--- src/rtl/core/bld_pkg.sv ---
// Shared types, constants and tables for the boiler link frame deframer.
package bld_pkg;

  // Frame delimiters and limits.
  localparam logic [7:0]  START_BYTE = 8'h68;
  localparam logic [7:0]  END_BYTE   = 8'h16;
  localparam logic [15:0] MIN_LENGTH = 16'd10;

  // Measurement words carried by a data frame.
  localparam int MEASURE_COUNT = 8;
  localparam int CNT_W         = $clog2(MEASURE_COUNT + 1);
  localparam int IDX_W         = 3;

  // First byte position of each measurement word (data base plus offset).
  localparam logic [15:0] WORD_START [MEASURE_COUNT] = '{
    16'd86, 16'd102, 16'd106, 16'd110, 16'd118, 16'd122, 16'd94, 16'd256
  };

  // Smallest frame length for which the whole word lies before the checksum.
  localparam logic [15:0] WORD_LIMIT [MEASURE_COUNT] = '{
    16'd92, 16'd108, 16'd112, 16'd116, 16'd124, 16'd128, 16'd100, 16'd262
  };

  // Configuration register indexes.
  localparam logic [1:0] REG_MAX_LEN     = 2'd0;
  localparam logic [1:0] REG_SENDER_TYPE = 2'd1;
  localparam logic [1:0] REG_DATA_TYPE   = 2'd2;

  // Result kinds.
  localparam logic KIND_SUMMARY = 1'b0;
  localparam logic KIND_WORD    = 1'b1;

  // Frame status codes.
  typedef enum logic [1:0] {
    ST_OK       = 2'd0,
    ST_CHECKSUM = 2'd1,
    ST_SIZE     = 2'd2
  } status_t;

  // Receiver phase.
  typedef enum logic [1:0] {
    PH_HUNT = 2'd0,
    PH_HEAD = 2'd1,
    PH_BODY = 2'd2,
    PH_SKIP = 2'd3
  } phase_t;

  // Configuration as seen by the parser.
  typedef struct packed {
    logic [15:0] max_len;
    logic [7:0]  sender_type;
    logic [7:0]  data_type;
  } cfg_t;

  // Frame event raised by the parser for one processed byte.
  typedef struct packed {
    logic        emit;
    logic        words;
    status_t     status;
    logic [7:0]  frame_type;
    logic [7:0]  recipient;
    logic [7:0]  sender_addr;
    logic [7:0]  version;
    logic [15:0] frame_length;
  } event_t;

  // Measurement store as a packed block of words.
  typedef logic [MEASURE_COUNT-1:0][31:0] words_t;

  // One result row held in the output register.
  typedef struct packed {
    logic             kind;
    status_t          status;
    logic [7:0]       frame_type;
    logic [7:0]       recipient;
    logic [7:0]       sender_addr;
    logic [7:0]       version;
    logic [15:0]      frame_length;
    logic [IDX_W-1:0] measure_index;
    logic [31:0]      measure_bits;
    logic             last;
  } row_t;

endpackage

--- src/rtl/core/bld_parser.sv ---
// Byte-level frame parser: receiver phase, header capture, checksum and measurement store.
module bld_parser (
  input  logic                  clk,
  input  logic                  rst_n,
  input  logic                  step,
  input  logic [7:0]            rx_byte,
  input  bld_pkg::cfg_t         cfg,
  output logic                  may_emit,
  output bld_pkg::event_t       ev,
  output bld_pkg::words_t       store,
  output logic [15:0]           frame_length
);
  import bld_pkg::*;

  phase_t      phase_r, phase_nxt;
  logic [15:0] pos_r, pos_nxt;
  logic [15:0] len_r, len_nxt;
  logic [7:0]  xor_r, xor_nxt;
  logic [7:0]  rcp_r, rcp_nxt;
  logic [7:0]  snd_r, snd_nxt;
  logic [7:0]  ver_r, ver_nxt;
  logic [7:0]  ftype_r, ftype_nxt;
  logic [7:0]  prev_r, prev_nxt;
  words_t      store_r, store_nxt;

  logic        body_data;
  logic        body_end;
  logic        size_bad;
  status_t     sum_status;

  // Position tests against the length field, widened to avoid wrap.
  assign body_data = ({1'b0, pos_r} + 17'd2) < {1'b0, len_r};
  assign body_end  = ({1'b0, pos_r} + 17'd1) >= {1'b0, len_r};
  assign size_bad  = (len_r > cfg.max_len) || (len_r < MIN_LENGTH);
  assign sum_status = (xor_r == prev_r) ? ST_OK : ST_CHECKSUM;

  // A result can only come from the last header byte or the last body byte.
  assign may_emit = ((phase_r == PH_HEAD) && (pos_r >= 16'd6)) ||
                    ((phase_r == PH_BODY) && body_end);

  assign store        = store_r;
  assign frame_length = len_r;

  // Next state and frame event for the byte being processed.
  always_comb begin
    logic [15:0] diff;
    phase_nxt = phase_r;
    pos_nxt   = pos_r;
    len_nxt   = len_r;
    xor_nxt   = xor_r;
    rcp_nxt   = rcp_r;
    snd_nxt   = snd_r;
    ver_nxt   = ver_r;
    ftype_nxt = ftype_r;
    prev_nxt  = prev_r;
    store_nxt = store_r;
    diff      = '0;
    ev        = '0;
    ev.frame_length = len_r;
    ev.recipient    = rcp_r;
    ev.sender_addr  = snd_r;
    ev.version      = ver_r;
    if (step) begin
      case (phase_r)
        PH_HUNT: begin
          if (rx_byte == START_BYTE) begin
            store_nxt = '0;
            rcp_nxt   = '0;
            snd_nxt   = '0;
            ver_nxt   = '0;
            ftype_nxt = '0;
            len_nxt   = '0;
            xor_nxt   = rx_byte;
            pos_nxt   = 16'd1;
            phase_nxt = PH_HEAD;
          end
        end
        PH_SKIP: begin
          phase_nxt = PH_HUNT;
          pos_nxt   = '0;
        end
        PH_HEAD: begin
          xor_nxt = xor_r ^ rx_byte;
          pos_nxt = pos_r + 16'd1;
          if (pos_r == 16'd1) begin
            len_nxt = {8'h00, rx_byte};
          end else if (pos_r == 16'd2) begin
            len_nxt = {rx_byte, len_r[7:0]};
          end else if (pos_r == 16'd3) begin
            rcp_nxt = rx_byte;
          end else if (pos_r == 16'd4) begin
            snd_nxt = rx_byte;
          end else if (pos_r == 16'd5) begin
            if (rx_byte != cfg.sender_type) begin
              phase_nxt = PH_SKIP;
            end
          end else begin
            // Version byte closes the header; the length is checked here.
            ver_nxt = rx_byte;
            if (size_bad) begin
              ev.emit       = 1'b1;
              ev.status     = ST_SIZE;
              ev.frame_type = '0;
              ev.version    = rx_byte;
              phase_nxt     = PH_HUNT;
              pos_nxt       = '0;
            end else begin
              phase_nxt = PH_BODY;
            end
          end
        end
        PH_BODY: begin
          if (pos_r == 16'd7) begin
            ftype_nxt = rx_byte;
          end
          // Bytes before the checksum feed the XOR and the measurement store.
          if (body_data) begin
            xor_nxt = xor_r ^ rx_byte;
            for (int k = 0; k < MEASURE_COUNT; k++) begin
              diff = pos_r - WORD_START[k];
              if ((pos_r >= WORD_START[k]) && (diff < 16'd4)) begin
                store_nxt[k][{diff[1:0], 3'b000} +: 8] = rx_byte;
              end
            end
          end
          if (body_end) begin
            phase_nxt = PH_HUNT;
            pos_nxt   = '0;
            if (rx_byte == END_BYTE) begin
              ev.emit       = 1'b1;
              ev.status     = sum_status;
              ev.frame_type = ftype_r;
              ev.words      = (sum_status == ST_OK) && (ftype_r == cfg.data_type);
            end
          end else begin
            prev_nxt = rx_byte;
            pos_nxt  = pos_r + 16'd1;
          end
        end
        default: begin
          phase_nxt = PH_HUNT;
          pos_nxt   = '0;
        end
      endcase
    end
  end

  // State registers.
  always_ff @(posedge clk) begin
    if (!rst_n) begin
      phase_r <= PH_HUNT;
      pos_r   <= '0;
      len_r   <= '0;
      xor_r   <= '0;
      rcp_r   <= '0;
      snd_r   <= '0;
      ver_r   <= '0;
      ftype_r <= '0;
      prev_r  <= '0;
      store_r <= '0;
    end else begin
      phase_r <= phase_nxt;
      pos_r   <= pos_nxt;
      len_r   <= len_nxt;
      xor_r   <= xor_nxt;
      rcp_r   <= rcp_nxt;
      snd_r   <= snd_nxt;
      ver_r   <= ver_nxt;
      ftype_r <= ftype_nxt;
      prev_r  <= prev_nxt;
      store_r <= store_nxt;
    end
  end

endmodule

--- src/rtl/core/boiler_link_frame_deframer.sv ---
// Top level of the boiler link frame deframer: input register, parser and result sequencer.
//
// Received bytes enter on the in_ stream, one byte per transaction. Each byte is
// held in an input register until the parser processes it, and the block
// takes one byte every cycle while no result is waiting.
// Results leave on the out_ stream from a result register: a frame summary
// (tuser 0) for every frame of the configured sender type that ends with a valid
// delimiter or fails the size check, followed on a good data frame by eight
// measurement words (tuser 1). tlast marks the final result caused by one byte.
// A summary passes through the input register and then the result register.
// While the eight words of a data frame are sent, one per cycle while the receiver
// takes them, the parser holds and in_tready falls once the input register holds a
// byte; a byte that cannot cause a result still passes while an earlier result
// waits to be taken. When the receiver stalls, the result register holds its
// transaction and in_tready stays low once the held byte may raise a result.
// Reset puts the parser in its hunting phase, empties both registers and loads
// the configuration defaults: maximum length 1024, sender type 0xFC and data
// frame type 0x08. The cfg_ channel is always ready.
module boiler_link_frame_deframer (
  input  logic        clk,
  input  logic        rst_n,
  // Input stream: tdata = rx_byte[7:0].
  input  logic        in_tvalid,
  output logic        in_tready,
  input  logic [7:0]  in_tdata,
  // Result stream: tdata = status[1:0], frame_type[9:2], recipient[17:10],
  // sender_addr[25:18], version[33:26], frame_length[49:34],
  // measure_index[52:50], measure_bits[84:53], zero fill[87:85].
  output logic        out_tvalid,
  input  logic        out_tready,
  output logic [87:0] out_tdata,
  // Result stream: tuser = kind[0].
  output logic        out_tuser,
  output logic        out_tlast,
  // Configuration write channel.
  input  logic        cfg_valid,
  output logic        cfg_ready,
  input  logic [1:0]  cfg_index,
  input  logic [15:0] cfg_data
);
  import bld_pkg::*;

  cfg_t              cfg_r;
  logic              s1_valid_r;
  logic [7:0]        s1_byte_r;
  logic              out_valid_r, out_valid_nxt;
  row_t              row_r, row_nxt;
  logic [CNT_W-1:0]  cnt_r, cnt_nxt;
  logic [IDX_W-1:0]  widx_r, widx_nxt;

  logic              out_free;
  logic              may_emit;
  logic              step;
  event_t            ev;
  words_t            store;
  logic [15:0]       frame_length;
  logic              word_ok;

  // Configuration registers.
  assign cfg_ready = 1'b1;

  always_ff @(posedge clk) begin
    if (!rst_n) begin
      cfg_r.max_len     <= 16'd1024;
      cfg_r.sender_type <= 8'hFC;
      cfg_r.data_type   <= 8'h08;
    end else if (cfg_valid) begin
      case (cfg_index)
        REG_MAX_LEN:     cfg_r.max_len     <= cfg_data;
        REG_SENDER_TYPE: cfg_r.sender_type <= cfg_data[7:0];
        REG_DATA_TYPE:   cfg_r.data_type   <= cfg_data[7:0];
        default:         cfg_r             <= cfg_r;
      endcase
    end
  end

  // The held byte is processed once no words are pending and any result it
  // might raise has room in the result register.
  assign out_free  = !out_valid_r || out_tready;
  assign step      = s1_valid_r && (cnt_r == '0) && (out_free || !may_emit);
  assign in_tready = !s1_valid_r || step;

  // Input register.
  always_ff @(posedge clk) begin
    if (!rst_n) begin
      s1_valid_r <= 1'b0;
    end else if (in_tready) begin
      s1_valid_r <= in_tvalid;
    end
  end

  always_ff @(posedge clk) begin
    if (in_tready && in_tvalid) begin
      s1_byte_r <= in_tdata;
    end
  end

  bld_parser u_parser (
    .clk          (clk),
    .rst_n        (rst_n),
    .step         (step),
    .rx_byte      (s1_byte_r),
    .cfg          (cfg_r),
    .may_emit     (may_emit),
    .ev           (ev),
    .store        (store),
    .frame_length (frame_length)
  );

  // A word's bits are reported only if all four bytes lie before the checksum.
  assign word_ok = frame_length >= WORD_LIMIT[widx_r];

  // Result sequencer: a summary from the parser, then the pending words.
  always_comb begin
    out_valid_nxt = out_valid_r;
    row_nxt       = row_r;
    cnt_nxt       = cnt_r;
    widx_nxt      = widx_r;
    if (step && ev.emit) begin
      out_valid_nxt        = 1'b1;
      row_nxt              = '0;
      row_nxt.kind         = KIND_SUMMARY;
      row_nxt.status       = ev.status;
      row_nxt.frame_type   = ev.frame_type;
      row_nxt.recipient    = ev.recipient;
      row_nxt.sender_addr  = ev.sender_addr;
      row_nxt.version      = ev.version;
      row_nxt.frame_length = ev.frame_length;
      row_nxt.last         = !ev.words;
      if (ev.words) begin
        cnt_nxt  = CNT_W'(MEASURE_COUNT);
        widx_nxt = '0;
      end
    end else if ((cnt_r != '0) && out_free) begin
      out_valid_nxt         = 1'b1;
      row_nxt               = '0;
      row_nxt.kind          = KIND_WORD;
      row_nxt.status        = ST_OK;
      row_nxt.measure_index = widx_r;
      row_nxt.measure_bits  = word_ok ? store[widx_r] : 32'd0;
      row_nxt.last          = (cnt_r == CNT_W'(1));
      cnt_nxt               = cnt_r - CNT_W'(1);
      widx_nxt              = widx_r + IDX_W'(1);
    end else if (out_tready) begin
      out_valid_nxt = 1'b0;
    end
  end

  // Result register and sequencer state.
  always_ff @(posedge clk) begin
    if (!rst_n) begin
      out_valid_r <= 1'b0;
      cnt_r       <= '0;
      widx_r      <= '0;
    end else begin
      out_valid_r <= out_valid_nxt;
      cnt_r       <= cnt_nxt;
      widx_r      <= widx_nxt;
    end
  end

  always_ff @(posedge clk) begin
    row_r <= row_nxt;
  end

  // Port packing.
  assign out_tvalid = out_valid_r;
  assign out_tuser  = row_r.kind;
  assign out_tlast  = row_r.last;
  assign out_tdata  = {3'b000, row_r.measure_bits, row_r.measure_index,
                       row_r.frame_length, row_r.version, row_r.sender_addr,
                       row_r.recipient, row_r.frame_type, row_r.status};

endmodule
--- config.mk ---
export PLATFORM = sky130hd
export DESIGN_NAME = boiler_link_frame_deframer
export DESIGN_NICKNAME = d
export VERILOG_FILES = /design/src/rtl/core/bld_pkg.sv /design/src/rtl/core/bld_parser.sv /design/src/rtl/core/boiler_link_frame_deframer.sv
export SDC_FILE = /design/constraint.sdc
export NUM_CORES = 1
export LEC_CHECK = 0
export BUFFER_PORTS_ARGS = -buffer_cell sky130_fd_sc_hd__buf_2
export CORE_ASPECT_RATIO = 1.1
export CORE_UTILIZATION = 51
export CTS_BUF_LIST = sky130_fd_sc_hd__clkbuf_8
export DETAILED_ROUTE_END_ITERATION = 12
export PLACE_DENSITY = 0.68
export SLEW_MARGIN = 5
export SYNTH_ARGS = -nofsm -noshare
export SYNTH_HDL_FRONTEND = slang
export SYNTH_SLANG_ARGS = --single-unit
export TNS_END_PERCENT = 100
--- constraint.sdc ---
create_clock -name clk -period 12.05 [get_ports clk]
set_input_delay 0.6025 -clock clk [delete_from_list [all_inputs] [get_ports clk]]
set_output_delay 0.6025 -clock clk [all_outputs]
set_load 0.01 [all_outputs]
After elaboration in Yosys (flattened, before gate mapping)
Memory sizes are Yosys's and may differ from the RTL's.
Index checks and enable logic that the tools add are counted.
- shifts and indexed selects: 16
- magnitude comparators: 24
- mux-type cells: 106
- add/sub/neg operators: 21
- bitwise operators: 3
- reductions and logical operators: 57
- eq/ne operators: 40
- operators with widths (kind ; count):
    $mux W256 ; 2
    $pmux W256 S2 ; 1
    $mux W32 ; 10
    $bwmux W32 ; 8
    $shift A8 B7 Y32 const A ; 8
    $shiftx A8 B7 Y32 ; 8
    $mux W16 ; 13
    $mux W8 ; 24
    $mux W86 ; 2
    $lt A16 B3 Y1 const B ; 8
    $ge A16 B7 Y1 const B ; 7
    $sub A16 B7 Y16 const B ; 7
    $bmux W32 S3 ; 1
    $pmux W16 S4 ; 1
    $pmux W8 S2 ; 4
    $mux W10 ; 6
    $neg A5 Y7 ; 8
    $eq A16 B3 Y1 const B ; 3
    $reduce_and A5 Y1 ; 8
    $mux W12 ; 3
    $ne A2 B2 Y1 const B ; 18
    $eq A16 B2 Y1 const B ; 2
    $pmux W16 S2 ; 1
    $pmux W8 S3 ; 1
    other kinds (49) ; 113
- input port bits: 31
- memory bits (read-only): 128
- memories: 1
- bits in registers: 474
- memories (memory ; words ; bits a word ; rd ports ; clocked after memory_dff ; wr ports ; RTL line ; text):
    (name not given) ; 8 ; 16 ; 1 ; 0 ; 0 ; boiler_link_frame_deframer.sv:111 ; assign word_ok = frame_length >= WORD_LIMIT[widx_r];

Depth between registers and ports, before layout
Gate-level depths: netlist of the first run.
- depth after elaboration: 13
- gate-level depth with buffers: 20
- mapped depth without buffers: 17

Modules after synthesis
From an unflattened synthesis of the first run, not the netlist that was laid out.
- cells, all modules: 2478
- area total of the unflattened synthesis: 23550.1 µm²
- modules (own cells, without submodules) (module ; area each (µm²) ; instances ; sequential area each (µm²) ; cells each):
    bld_parser ; 16464.5 ; 1 ; 6766.5 ; 1894
    boiler_link_frame_deframer ; 7085.5 ; 1 ; 3313.2 ; 584

Worst setup path before layout of the first run
Ideal clock, no wire load.
- path type: register to register
- start point: reg u_parser.pos_r[1]
- end point: reg row_r (netlist bit out_tdata[0]), enable pin
- cell stages (with the launch flop): 19
- arrival: 4.087 ns
- path slack: 7.580 ns
- period minus slack after synthesis: 4.470 ns
- cells stage by stage: dfxtp_1 > ha_1 > clkbuf_1 > nand3_1 > nor2_1 > nand3_1 > nor2_1 > nand2_1 > xnor2_1 > ha_1 > a211oi_1 > o21ai_0 > o211a_1 > o211ai_1 > and3_1 > buf_2 > o2111a_1 > nor2_2 > inv_2
- cells in the longest elaborated chain, start to end: 10
- ends and longest elaborated chain (element ; RTL line ; text):
    start, declared ; bld_parser.sv:16 ; logic [15:0] pos_r, pos_nxt;
    start signal, assigned ; bld_parser.sv:163 ; pos_r <= pos_nxt;
    $add A16 B1 Y17 / $eq A16 B3 Y1 (equally long branches) ; bld_parser.sv:33, bld_parser.sv:93 ;
    $ge A17 B16 Y1 / $mux W1 (equally long branches) ; bld_parser.sv:33, bld_parser.sv:93 ;
    $logic_and A1 B1 Y1 / $mux W1 (equally long branches) ; bld_parser.sv:39, bld_parser.sv:91 ;
    $logic_or A1 B1 Y1 / $mux W1 (equally long branches) ; bld_parser.sv:38, bld_parser.sv:89 ;
    $logic_not A1 Y1 / $mux W1 (equally long branches) ; boiler_link_frame_deframer.sv:80, bld_parser.sv:87 ;
    $logic_or A1 B1 Y1 / $mux W1 (equally long branches) ; boiler_link_frame_deframer.sv:80, bld_parser.sv:85 ;
    $logic_and A1 B1 Y1 / $pmux W1 S2 (equally long branches) ; boiler_link_frame_deframer.sv:80, bld_parser.sv:64 ;
    $mux W12 ; bld_parser.sv:63 ; if (step) begin
    $logic_and A1 B1 Y1 (*) ; boiler_link_frame_deframer.sv:119 ; if (step && ev.emit) begin
    $reduce_bool A2 Y1 (no source line) (*) ; - ;
    end signal, assigned ; boiler_link_frame_deframer.sv:163 ; row_r <= row_nxt;
    end, declared ; boiler_link_frame_deframer.sv:47 ; row_t row_r, row_nxt;
Mark *: on every way between the ends. The rest lies on a longest branch, timed or not.
A chain may end at the register's enable or synchronous reset.

Final worst setup path of the first run
- start point: reg u_parser.pos_r[2]
- end point: reg row_r (netlist bit out_tdata[14]), enable pin
Same word-level chain as after synthesis.

==> results of run 1 <==
-- path summary, 6_finish.rpt --
path | depth (start not counted) | slack (ns) | endpoint | from
hold / removal | 1 | 0.1 | s1_byte_r[2] | in_tdata[2]
hold reg to reg | 2 | 0.46 | u_parser.store[179] | u_parser.store[179]
setup reg to reg | 17 | 5.33 | out_tdata[14] | u_parser.pos_r[2]
setup / recovery | 17 | 5.33 | out_tdata[14] | u_parser.pos_r[2]
-- routing by layer --
layer  routed length, um  vias to the layer above
li1                    -                     8769
met1               29900                     9140
met2               30400                      581
met3                4020                       94
met4                1580                        0
met5                   0                        -
-- registers in the layout (all words and copies together), names as in the netlist, 2 cells and up --
signal,flops
u_parser.xor_r,8
u_parser.prev_r,8
s1_byte_r,8
u_parser.ftype_r,8
u_parser.rcp_r,8
u_parser.frame_length,16
cfg_r,32
out_tdata,85
u_parser.ver_r,8
u_parser.store,256
u_parser.phase_r,2
widx_r,3
u_parser.snd_r,8
cnt_r,4
u_parser.pos_r,16
-- cells in the mapped netlist, drive strengths merged (32+ instances only) --
| cell | count |
|---|---|
| inv | 56 |
| o2bb2ai | 50 |
| mux4 | 64 |
| dfxtp | 415 |
| nor2b | 50 |
| nor3 | 32 |
| buf | 50 |
| clkbuf | 111 |
| o21ai | 57 |
| nand3 | 81 |
| a21oi | 45 |
| and2 | 54 |
| edfxtp | 59 |
| nor2 | 88 |
| ha | 77 |
| xnor2 | 40 |
| nand2 | 459 |
| mux2i | 331 |
-- area by class of cell --
type / instances / area, sq um / area share (%)
Antenna cell: 1 / 2.50 / 0.00951
Clock buffer: 86 / 1180 / 4.50
Clock inverter: 54 / 325 / 1.24
Inverter: 59 / 221 / 0.842
Multi-Input combinational cell: 1732 / 12900 / 49.2
Sequential cell: 474 / 10100 / 38.3
Tap cell: 588 / 736 / 2.80
Timing Repair Buffer: 148 / 823 / 3.13
-- metrics by stage --
stage | cell area, sq um | setup slack (ns) | power (uW)
global route | 26300 | 4.89 | 3940
finish | 26300 | 5.33 | 3780
floorplan | 23900 | 7.58 | 2210
CTS | 26300 | 5.44 | 3810
detailed placement | 24800 | 5.45 | 2430
global placement | 24800 | 5.67 | 2430
-- power by group through the flow --
stage               Sequential [uW]  Clock, uW  Combinational [uW]
finish                         1850       1380                 558
floorplan                      1860          0                 350
detailed placement             1880          0                 556
CTS                            1850       1400                 557
global route                   1860       1480                 597
global placement               1880          0                 547
-- cells by family after synthesis --
| group | synth area share, % |
|---|---|
| AOI/OAI and AO/OA | 8.84 |
| xor gates and xnor gates | 2.20 |
| adders and majority gates | 4.03 |
| buffers and inverters | 3.75 |
| DFF | 42.2 |
| muxes | 20.0 |
| other | 0.0314 |
| and+or+nand+nor | 19.0 |
-- layout by cell type, fill, tap and decap left out, drive strengths merged, types with 50 or more instances in the layout --
cell type  instances
and2              54
nand2            459
nor2b             50
dfxtp            415
mux2i            331
nand3             81
edfxtp            59
mux4              64
buf              148
nor2              88
inv               89
o21ai             57
clkbuf            86
ha                77
o2bb2ai           50
-- worst max-delay path: cells and delay by family, from the launching register on --
| family | cells | cell delay [ns] |
|---|---|---|
| simple gates | 7 | 1.77 |
| compound gates | 5 | 1.43 |
| buf+inv | 2 | 1.27 |
| fa+ha+maj | 2 | 0.86 |
| flops | 1 | 0.76 |
| xor+xnor | 1 | 0.16 |
==> reports/metrics.yaml, run 1 <==
core_sq_um: 45900
fmax_ghz: 0.149
synthesis.yosys.warnings: 0
status: "completed"
dp_hpwl_mm: 44.7
htree_num_levels: 3
pin_count_of_the_biggest_net_entering_global_routing: 120
die_height_um: 229
grt_antenna_before_repair: 1
swShare_pct: 29.8
netlist_top_cells_area: "sky130_fd_sc_hd__dfxtp_1, sky130_fd_sc_hd__mux2i_1, sky130_fd_sc_hd__edfxtp_1, sky130_fd_sc_hd__nand2_1, sky130_fd_sc_hd__mux4_2"
global_route.overflow_total: 0
cap_viol_max_count: 0
critical_path.max_stage_delay_ns: 0.95
grt-busiest-layer: "met2"
clk_transition_reported_paths_ns: 0.06
cts_resized: 0
die_width_um: 208
overall_die_area_sq_um: 47700
route.vias.total: 18600
cts-buffers-inserted: 79
row_count: 82
cts_hold_buf: 0
grt_use_total_pct: 27.7
post-synth-top-area-fraction_pct: 34.8
place.detailed.instances: 3001
timing.final.setup_violations: 0
power_density_nw_per_um2: 144
first_pass_grt_wire_length_mm: 104
drt_first_pass_iters: 5
design.final.nets: 2602
power.combinational.fraction_pct: 14.8
global_route.usage.met1_pct: 38.3
synth-seq-area-share_pct: 42.2
mappedNetlistArea_sq_um: 23900
p_int_uw: 2650
worst-endpoint-required_ns: 12.32
final.period_utilization_pct: 55.8
yosys_register_bits: 474
drt-initial-drc-count: 1398
grtUsageMet2_pct: 44.2
placement.io_buffers: 119
routed_wl_mm: 66.0
worst_ep_arrival_time_ns: 6.99
area_growth_syn_to_layout_pct: 10.2
count_of_non_filler_cells_in_the_finished_layout: 3142
cp_max_delay_cell: "sky130_fd_sc_hd__inv_2"
total_count_of_max_transition_violations_in_the_final_report: 0
cts_tree: "built"
syn-instance-count: 2424
synthesis.area_per_instance_sq_um: 9.85
cp-end-kind: "flip-flop"
finalHoldViolations: 0
tritoncts_sink_count: 474
power.clock.fraction_pct: 36.4
finalCriticalPeriod_ns: 6.72
min_path_type: "input port to flip-flop"
io-pin-count: 124
timing_worst_slew_pin_value_ns: 1.22
critical_path.cell_chain: "ha_1, nand3_1, nor2_1, nand3_1, nor2_1, nand2_1, xnor2_1, ha_1, a211oi_1, o21ai_0, o211a_1, o211ai_1, and3_1, o2111a_1, nor2_2, buf_4, inv_2"
clock_skew_ns: 0.0371
synth_largest_area_cell: "sky130_fd_sc_hd__dfxtp_1"
drc: 0
p_switching_uw: 1130
critical_path.max_fanout: 52
fill_cell_count: 4003
ant_nets: 0
route.detailed.vias_per_inst: 5.91
place.gp.congestion: 0.921
cts-root-buf: "sky130_fd_sc_hd__clkbuf_8"
cellLeakagePower_uw: 0.0106
cts-root-to-sink-buffers: 3
synthDistinctLibCells: 89
gr-usage-met3_pct: 4.14
share_seq_of_total_power_pct: 48.8
via_count_of_the_first_global_routing_pass: 18300
maxSlewHeadroom_pct: 18.5
drive_gt1_share_pct: 14.8
asyncSetResetFlopFracSynth_pct: 0
final_core_util_pct: 57.4
hold_ws_ns: 0.0991
setup_total_negative_slack_ns: 0
vdd_drop_max_v: 0.000134
synth_enable_flop_cells: 59
floorplan.initialDensity_pct: 52.1
ys.flop_type: "sky130_fd_sc_hd__dfxtp_1"
timing.setup.critical_path_class: "flip-flop to flip-flop"
post-cts-setup-buffer-count: 0
rsz0062_at_grt: "no"
wl_per_cell_um: 21.0
clock_latency_ns: 0.68
setup.worst_path.start_class: "flip-flop"
No activity file was read; power rests on OpenSTA's default activity.
==> run 2, diff against run 1 <==
ABC_AREA = 1   (was default)
PLACE_DENSITY = 0.71   (was 0.68)
clock period = 5.85 ns   (was 12.05 ns; I/O delays follow)
==> reports/metrics.yaml, run 2 <==
status: "completed"
area_growth_syn_to_layout_pct: 10.5
grt_use_total_pct: 31.6
layout_common_cells: "sky130_fd_sc_hd__nand2_1, sky130_fd_sc_hd__nor2_1, sky130_fd_sc_hd__dfxtp_1, sky130_fd_sc_hd__nand3_1, sky130_fd_sc_hd__a21oi_1"
setup.worst_path.start_class: "flip-flop"
synthTopCellsByCount: "sky130_fd_sc_hd__nand2_1, sky130_fd_sc_hd__nor2_1, sky130_fd_sc_hd__dfxtp_1"
min_path_type: "input port to flip-flop"
grt_antenna_before_repair: 1
overall_die_area_sq_um: 51700
via_count_of_the_first_global_routing_pass: 23100
post-cts-setup-buffer-count: 0
route.detailed.vias_per_inst: 5.61
synth-seq-area-share_pct: 38.9
cts-root-buf: "sky130_fd_sc_hd__clkbuf_8"
drt-initial-drc-count: 2783
clock_latency_ns: 0.70
placement.io_buffers: 119
regArea_sq_um: 10100
timing_worst_slew_pin_value_ns: 1.26
die_width_um: 217
final.period_utilization_pct: 85.6
cp-end-kind: "flip-flop"
maxSlewHeadroom_pct: 15.7
setup_total_negative_slack_ns: 0
die_height_um: 238
floorplan.initialDensity_pct: 51.6
finalCriticalPeriod_ns: 5.01
post-synth-top-area-fraction_pct: 32.1
cp_max_delay_cell: "sky130_fd_sc_hd__nor2_2"
first_pass_grt_wire_length_mm: 130
syn-instance-count: 3803
htree_num_levels: 3
worst_ep_arrival_time_ns: 5.62
cellLeakagePower_uw: 0.0122
core_sq_um: 50100
netlist_top_cells_area: "sky130_fd_sc_hd__dfxtp_1, sky130_fd_sc_hd__nand2_1, sky130_fd_sc_hd__nand3_1, sky130_fd_sc_hd__a21oi_1, sky130_fd_sc_hd__nor2_1"
clk_transition_reported_paths_ns: 0.06
routed_wl_mm: 82.9
tritoncts_sink_count: 474
preCtsSetupSlack_ns: 0.945
crit_start: "u_parser.pos_r[1]"
worst-endpoint-required_ns: 6.46
hold_ws_ns: 0.102
cts-root-to-sink-buffers: 3
mappedNetlistArea_sq_um: 25900
route.vias.total: 25600
finalHoldViolations: 0
io-pin-count: 124
worstHoldStart: "cfg_index[1]"
design.final.nets: 3960
cts_resized: 0
synthesis.yosys.warnings: 0
wl_per_cell_um: 18.1
r2r-start: "u_parser.pos_r[1]"
layout_commonest_cell: "sky130_fd_sc_hd__nand2_1"
drt_first_pass_iters: 6
drc: 0
total_count_of_max_transition_violations_in_the_final_report: 0
global_route.overflow_total: 0
synthDistinctLibCells: 49
synth_enable_flop_cells: 59
critical-path-top-cell-by-count: "sky130_fd_sc_hd__nand2_1"
pin_count_of_the_biggest_net_entering_global_routing: 93
final_core_util_pct: 57.0
yosys_register_bits: 474
place.gp.congestion: 0.982
timing.setup.critical_path_class: "flip-flop to flip-flop"
cap_viol_max_count: 0
fin_ws_ns: 0.841
dp_hpwl_mm: 55.3
critical_path.max_fanout: 20
power_density_nw_per_um2: 308
rsz0062_at_grt: "no"
row_count: 86
asyncSetResetFlopFracSynth_pct: 0
drive_gt1_share_pct: 9.48
ys.flop_type: "sky130_fd_sc_hd__dfxtp_1"
vdd_drop_max_v: 0.000230
total_buffers_and_inverters_traversed_by_the_critical_path: 2
cts-buffers-inserted: 82
fill_cell_count: 4970
ant_nets: 0
critical_path.max_stage_delay_ns: 0.60
yosys.cell_count.top_type: "sky130_fd_sc_hd__nand2_1"
critical_path.top_delay_family: "simple AND/OR/NAND/NOR gates"
timing.final.setup_violations: 0
synth_largest_area_cell: "sky130_fd_sc_hd__dfxtp_1"
multi_input_area_sq_um: 13500
fmax_ghz: 0.200
synthesis.area_per_instance_sq_um: 6.81
clock_skew_ns: 0.0370
cts_tree: "built"
largest_register_ffs: 256
==> run 2: cell count changes in the layout (fill, tap and decap cells not counted), moves of 243 or more <==
cell	change
sky130_fd_sc_hd__a21oi_1	+336
sky130_fd_sc_hd__inv_1	+243
sky130_fd_sc_hd__mux2i_1	-331
sky130_fd_sc_hd__nor2_1	+416
sky130_fd_sc_hd__nand3_1	+322
sky130_fd_sc_hd__nand2_1	+462
==> run 2: logic make-up (layout without fill, tap and decap cells) <==
family	count (synthesis)	after routing	share of synthesized area (%)
AND/OR/NAND/NOR	2002	2002	33.2
adder cells (fa/ha/maj)	78	78	3.77
flip-flops	474	474	38.9
buffers and inverters	568	676	9.02
AO/OA/AOI/OAI	628	628	13.3
XOR/XNOR	51	51	1.73
other	2	5	0.0290
==> run 2: stage by stage <==
stage	instance area (sq um)	std cells	power (uW)
floorplan	25900	3805	5060
global placement	26700	4399	5740
detailed placement	26700	4399	5740
CTS	28600	4573	8810
global route	28600	4574	9170
finish	28600	4574	8810
==> run 2: worst register-to-register path, stage by stage (launching register included) <==
cell,delay [ns]
sky130_fd_sc_hd__dfxtp_1,0.53
sky130_fd_sc_hd__ha_1,0.39
sky130_fd_sc_hd__nand2_1,0.25
sky130_fd_sc_hd__nor2_1,0.30
sky130_fd_sc_hd__nand3_1,0.13
sky130_fd_sc_hd__xor2_1,0.18
sky130_fd_sc_hd__o21ai_0,0.22
sky130_fd_sc_hd__inv_1,0.07
sky130_fd_sc_hd__ha_1,0.27
sky130_fd_sc_hd__nand2_1,0.06
sky130_fd_sc_hd__inv_1,0.05
sky130_fd_sc_hd__nand2_1,0.07
sky130_fd_sc_hd__nor2_1,0.04
sky130_fd_sc_hd__nand2_1,0.05
sky130_fd_sc_hd__nand3_1,0.07
sky130_fd_sc_hd__nand2_1,0.09
sky130_fd_sc_hd__nand3_1,0.17
sky130_fd_sc_hd__nand2_1,0.10
sky130_fd_sc_hd__nand2_1,0.08
sky130_fd_sc_hd__nand2_4,0.13
sky130_fd_sc_hd__nand2_4,0.27
sky130_fd_sc_hd__nor2_2,0.60
sky130_fd_sc_hd__nand2_1,0.47
sky130_fd_sc_hd__nand2_1,0.17
sky130_fd_sc_hd__nand2_1,0.06
sky130_fd_sc_hd__nor2_1,0.10
==> run 2: metal layers <==
layer / GRT usage [%] / share of wire [%] / up-vias / routed length, um
li1: - / - / 12600 / -
met1: 43.6 / 44 / 11800 / 36300
met2: 48.3 / 44 / 1095 / 36500
met3: 5.37 / 8.4 / 191 / 6930
met4: 14.2 / 3.8 / 0 / 3190
met5: 0 / 0 / - / 0
==> run 2: worst paths after layout <==
kind	slack [ns]	depth (start not counted)	to
worst max-delay path	0.84	25	u_parser.snd_r[4]
worst min-delay path	0.10	5	cfg_r[13]
worst max register to register	0.84	25	u_parser.snd_r[4]
worst min register to register	0.46	2	u_parser.store[82]
==> run 2: what timing repair did <==
item,in CTS,in global routing
setup endpoints to repair,0,0
hold buffers,28,0
hold endpoints to repair,40,0
==> run 2: area by class of cell <==
class | instances | area share (%)
clock inverter | 41 | 0.744
inverter | 330 | 4.37
tap | 660 | 2.89
multi-input combinational | 2763 | 47.2
clock buffer | 105 | 5.05
sequential | 474 | 35.3
antenna | 1 | 0.00875
timing repair buffer | 200 | 4.52
==> run 2: power by group <==
part | leakage, uW | internal [uW] | switching (uW)
Sequential | 0.00396 | 3570 | 151
Combinational | 0.00732 | 590 | 1410
Clock | 0.000934 | 1650 | 1440
